$ cat src/psv_pkg.sv
// ----------------------------------------------------------------------------
// psv_pkg
// Shared types and constants of the profile sweep vertex generator.
// ----------------------------------------------------------------------------
package psv_pkg;

  localparam int PROFILE_MAX_DEF = 32;
  localparam int QUEUE_DEPTH     = 2;
  localparam int COL_W           = 5;
  localparam int ROW_W           = 16;

  localparam logic signed [15:0] Q15_ONE = 16'sd32767;

  typedef enum logic [1:0] {
    ACT_CLEAR = 2'd0,
    ACT_LOAD  = 2'd1,
    ACT_SEED  = 2'd2,
    ACT_PATH  = 2'd3
  } action_t;

  typedef struct packed {
    action_t            act;
    logic signed [31:0] x;
    logic signed [31:0] y;
  } item_t;

  // tangent unit request: magnitudes already range-reduced to 31 bits
  typedef struct packed {
    logic        start;
    logic [30:0] mag_a;
    logic [30:0] mag_b;
    logic        neg_x;
    logic        neg_y;
  } tan_req_t;

  typedef struct packed {
    logic               done;
    logic signed [15:0] tx;
    logic signed [15:0] ty;
  } tan_rsp_t;

  typedef enum logic [2:0] {
    T_IDLE,
    T_SQUARE,
    T_SUM,
    T_ROOT,
    T_DSETUP,
    T_DIV
  } tan_state_t;

  typedef enum logic [1:0] {
    B_IDLE,
    B_TAN,
    B_ROWS,
    B_DRAIN
  } back_state_t;

  // per-vertex tag traveling down the vertex pipeline
  typedef struct packed {
    logic [32:0]      bx;
    logic [32:0]      by;
    logic [ROW_W-1:0] row;
    logic [COL_W-1:0] col;
    logic             last;
  } vmeta_t;

endpackage

$ cat src/psv_front.sv
// ----------------------------------------------------------------------------
// psv_front
// Input side: classifies items and holds them in a short queue.
// ----------------------------------------------------------------------------
module psv_front (
  input  logic               clk,
  input  logic               rst_n,
  input  logic               in_valid,
  output logic               in_stall,
  input  logic [1:0]         in_action,
  input  logic signed [31:0] in_point_x,
  input  logic signed [31:0] in_point_y,
  output logic               q_valid,
  output psv_pkg::item_t     q_item,
  input  logic               q_pop
);

  localparam int PW = $clog2(psv_pkg::QUEUE_DEPTH);
  localparam int CW = $clog2(psv_pkg::QUEUE_DEPTH + 1);

  psv_pkg::item_t q_mem_r [psv_pkg::QUEUE_DEPTH];
  logic [PW-1:0]  wr_ptr_r;
  logic [PW-1:0]  rd_ptr_r;
  logic [CW-1:0]  cnt_r;
  logic [CW-1:0]  cnt_nxt;
  logic           push;
  psv_pkg::item_t item_in;

  always_comb begin
    item_in.act = psv_pkg::action_t'(in_action);
    item_in.x   = in_point_x;
    item_in.y   = in_point_y;
  end

  assign in_stall = (cnt_r == CW'(psv_pkg::QUEUE_DEPTH));
  assign push     = in_valid && !in_stall;
  assign q_valid  = (cnt_r != '0);
  assign q_item   = q_mem_r[rd_ptr_r];
  assign cnt_nxt  = cnt_r + CW'(push) - CW'(q_pop);

  always_ff @(posedge clk) begin
    if (!rst_n) begin
      wr_ptr_r <= '0;
      rd_ptr_r <= '0;
      cnt_r    <= '0;
    end else begin
      if (push)  wr_ptr_r <= wr_ptr_r + PW'(1);
      if (q_pop) rd_ptr_r <= rd_ptr_r + PW'(1);
      cnt_r <= cnt_nxt;
    end
  end

  always_ff @(posedge clk) begin
    if (push) q_mem_r[wr_ptr_r] <= item_in;
  end

endmodule

$ cat config.mk
export PLATFORM = sky130hd
export DESIGN_NAME = psv_front
export DESIGN_NICKNAME = d
export VERILOG_FILES = /design/src/psv_pkg.sv /design/src/psv_front.sv
export SDC_FILE = /design/constraint.sdc
export NUM_CORES = 1
export LEC_CHECK = 0
export BUFFER_PORTS_ARGS = -buffer_cell sky130_fd_sc_hd__buf_4
export CORE_MARGIN = 2
export CORE_UTILIZATION = 35
export DETAILED_ROUTE_END_ITERATION = 12
export PLACE_DENSITY = 0.62
export REMOVE_ABC_BUFFERS = 1
export SYNTH_ARGS = -nofsm -noshare
export SYNTH_HDL_FRONTEND = slang
export SYNTH_SLANG_ARGS = --single-unit
export TNS_END_PERCENT = 30
$ cat constraint.sdc
create_clock -name clk -period 5.5 [get_ports clk]
set_input_delay 1.1 -clock clk [delete_from_list [all_inputs] [get_ports clk]]
set_output_delay 1.1 -clock clk [all_outputs]
set_load 0.05 [all_outputs]
Word-level counts from Yosys, hierarchy flattened
Memories as Yosys holds them, arrays and structs flattened. A register that Yosys moved wholly into a read port is not among the register bits.
Cells that the tools add are included.
W data, S select, Z words.
Storage, ports and cells
  memories: 1
  input port bits: 70
  flip-flop bits (word level): 4
  RAM bits: 132
  output and inout port bits: 68
  word-level logic and storage cells: 16
Memory list
  q_mem_r: words 2, bits a word 66, rd ports 1, clocked after memory_dff 1, write ports 1, line psv_front.sv:21  | psv_pkg::item_t q_mem_r [psv_pkg::QUEUE_DEPTH];
Operators by class
  eq/ne operators: 1
  $add $sub $neg: 4
  multiplexer cells: 4
  reduce and logical (&&, ||, !) cells: 3
Operators with widths (number)
  $mux W1: 4
  $add A1 B1 Y1 const B: 2
  $add A2 B1 Y2: 1
  $eq A2 B2 Y1 const B: 1
  $reduce_bool A2 Y1: 1
  $sub A2 B1 Y2: 1
  $logic_and A1 B1 Y1: 1
  $logic_not A1 Y1: 1

Depth between registers and ports, before layout
  depth after elaboration: 5
  gate-level depth with buffers: 8
  gate-level depth less buffers: 8

Worst setup path after synthesis
OpenSTA, ideal clock, no wires.
  path kind: input to register
  start point: in in_valid
  end point: mem q_mem_r[0][0] (netlist name) (enable)
  required time: 5.010 ns
  path buffers: 0
  arrival: 3.952 ns
  stages: 2
  slack: 1.058 ns
  library setup time: 0.490 ns
  path through: nand2_1 > nor2_1
On the way
  longest elaborated chain between the ends: 3
RTL lines
  start, declared: line psv_front.sv:8  | input logic in_valid,
  $logic_and A1 B1 Y1: line psv_front.sv:36  | assign push = in_valid && !in_stall;
  $mux W1: line psv_front.sv:54  | if (push) q_mem_r[wr_ptr_r] <= item_in;
  $mux W1 (implied by the code): line psv_front.sv:54
  end, declared: line psv_front.sv:21
Every way passes these cells.

==> impl_results.md <==
- First-pass GRT wire length: 14000 um
- Reg2Reg Depth: 4
- Max Clk Rate: 306.6 MHz
- DRT Pass-1 Iters: 6
- Final GP Congestion: 0.6485
- Worst setup EP type: primary output
- Filler Cell Count: 1239
- Synthesized area per cell: 22.30 um2
- Die H: 125.3 um
- Pins over their slew limit: 0
- Final Core Density: 47.63%
- RSZ-0062 raised after global routing: false
- Synth unique cells: 18
- Ports: 138
- CP Data Required Time: 4.40 ns
- Final hold violation count: 0
- FP Rows: 44
- Ys Warns: 0
- Initial antenna violation count: 0
- DRC Markers: 0
- Clock buffer count from CTS: 17
- Via count: 2583
- Total gr overflow: 0
- Port buffer count: 137
- Post-synth EDFFs: 132
- NumNets Final: 453
- Synth Register Bits: 137
- Reg clk slew, reported paths: 0.05 ns
- PostCTS Resize Cnt: 0
- CTS Sinks: 137
- Post-DP HPWL: 5694 um
- Reg2Reg Setup Slack: 3.32 ns
- Root buffer cell: clkbuf_16
- Cell count after synthesis: 231
- FF+latch area: 4068 um2
- Chip Width: 125.3 um
- Worst rel slew slack: 24.60%
- Slowest stage delay, CP: 1.09 ns
- Area of the core: 14480 um2
- Final ANT Viol Nets: 0
- Share of cells above drive strength 1: 58.88%
- Initial Util: 35.59%
- Cell Chain, Critical Path: mux2_2, buf_4
- Setup CP Type: flip-flop to primary output
- MaxCap Viol Count: 0
- CTS tree: yes
- Area of the mapped netlist: 5152 um2
- VDD IR-drop max: 231.3 uV
- Worst path slowest cell: dfxtp_4
- Synth Flop Type: edfxtp_1
- Vias per inst: 4.469
- Drt wl/cell: 15.75 um
- R2R Path End: q_mem_r[0][43]
- Starting DRT DRC Count: 155
- H-tree depth: 4
- Final worst path period share: 59.29%
- Hold slack final: 0.5138 ns
- Overall routing resource usage: 11.88%
- Hold Buf Count CTS: 0
- Startpoint types: flip-flop
- Worst slew pin tran: 1.131 ns
- Number of global-route vias before repair: 2738
- Outcome: completed
- Register area share after synthesis: 78.87%
- Final Critical Period: 3.261 ns
- Post-synth ARST share: 0%
- Power Density: 431.4 nW/um2
- Worst hold stages: 2
- Top fanout value on the critical path: 66
- Critical R2R Launch: cnt_r[0]
- Die ar.: 15710 um2
- Clock Latency Late Sink: 0.41 ns
- Antenna cells: 0
- Largest net degree at the start of global routing: 67
- Inst Count DP: 546
- Maximum root-to-sink buffer count: 2
- Setup repair bufs after CTS: 0
- Hold Path Class: flip-flop to flip-flop
- Hold Startpoint: rd_ptr_r
- Data arrival, critical path: 2.16 ns
- Non-Filler Instances: 578
- Routed WL: 9104 um
- Setup TNS Final: 0 ns
- Final Setup Violations: 0
- Area of the multi-input gates: 1023 um2
- Leak pwr: 2.672 nW
- Synth-to-Final Area Change: 33.85%
- Worst clock skew: 0.008111 ns
## per-stage QoR
step                worst slack (ns)  power (mW)  cell area, um2
CTS                            2.178       3.018            6897
floorplan                      1.058       1.806            5086
global route                   2.126       3.090            6897
detailed placement             2.611       2.007            6369
finish                         2.239       2.975            6897
global placement               2.634       1.995            6369
## layer usage
layer	share of wire [%]	GRT usage, %	vias up
met4	2.2	5.882	0
met5	0	0	-
met3	6.3	4.664	14
met2	51	19.02	88
li1	-	-	1202
met1	41	14.02	1279
## synthesized netlist by cell type, types with 2 or more instances
master | n | area share (%)
buf_6 | 5 | 1.1
mux2_4 | 40 | 12
inv_1 | 3 | 0.22
buf_2 | 2 | 0.19
nand2b_1 | 2 | 0.24
edfxtp_1 | 132 | 77
nor2_1 | 4 | 0.29
dfxtp_1 | 5 | 1.9
nand2_1 | 2 | 0.15
mux2_2 | 26 | 5.7
and2_1 | 2 | 0.24
ha_1 | 2 | 0.49
## critical path, delay by kind of cell, from the launching register on
family	cells	cell delay (ns)
flip-flops	1	1.09
multiplexers	1	0.43
buffers and inverters	1	0.19
## placed cells by master, fill, tap and decap left out, types with 3 or more instances in the layout
master and n:
buf_4 138, edfxtp_1 132, mux2_4 40, mux2_2 26, clkbuf_16 17, clkbuf_1 8, clkbuf_8 4, dfxtp_1 4
inv_1 3, nor2_1 3
## layout make-up
cell class | count | share of cell area [%]
tap | 184 | 3.338
clock inverter | 3 | 0.2540
clock buffer | 29 | 7.402
multi-input combinational | 84 | 14.84
inverter | 3 | 0.1633
sequential | 137 | 58.98
timing repair buffer | 138 | 15.02
## power breakdown
group	switching [mW]	internal [mW]	leakage, nW
Sequential	0.0497	1.27	1.27
Clock	0.377	0.623	0.256
Combinational	0.414	0.237	1.14
Total	0.841	2.13	2.67
## how the worst max path moves through the flow
| stage | startpoint | endpoint | cells after the start | slack [ns] |
|---|---|---|---|---|
| floorplan | in_valid | q_mem_r[0][0] | 2 | 1.06 |
| detailed placement | in_valid | q_mem_r[0][2] | 4 | 2.61 |
| global placement | flip-flop | q_item[62] | 2 | 2.63 |
| CTS | flip-flop | q_item[62] | 2 | 2.18 |
| finish | flip-flop | q_item[64] | 2 | 2.24 |
| global route | flip-flop | q_item[55] | 2 | 2.13 |
## kinds of logic after synthesis
| kind of cell | after synthesis | synth area share, % |
|---|---|---|
| flops | 137 | 78.87 |
| mux | 67 | 17.53 |
| simple gates | 13 | 1.263 |
| buf+inv | 10 | 1.505 |
| xor+xnor | 2 | 0.3400 |
| fa+ha+maj | 2 | 0.4856 |
## flip-flops by register name (all words and copies together), names as in the netlist, named ones only
| name | count |
|---|---|
| rd_ptr_r | 1 |
| cnt_r | 2 |
| q_mem_r | 132 |
| wr_ptr_r | 1 |
(Power assumes the default switching activity.)
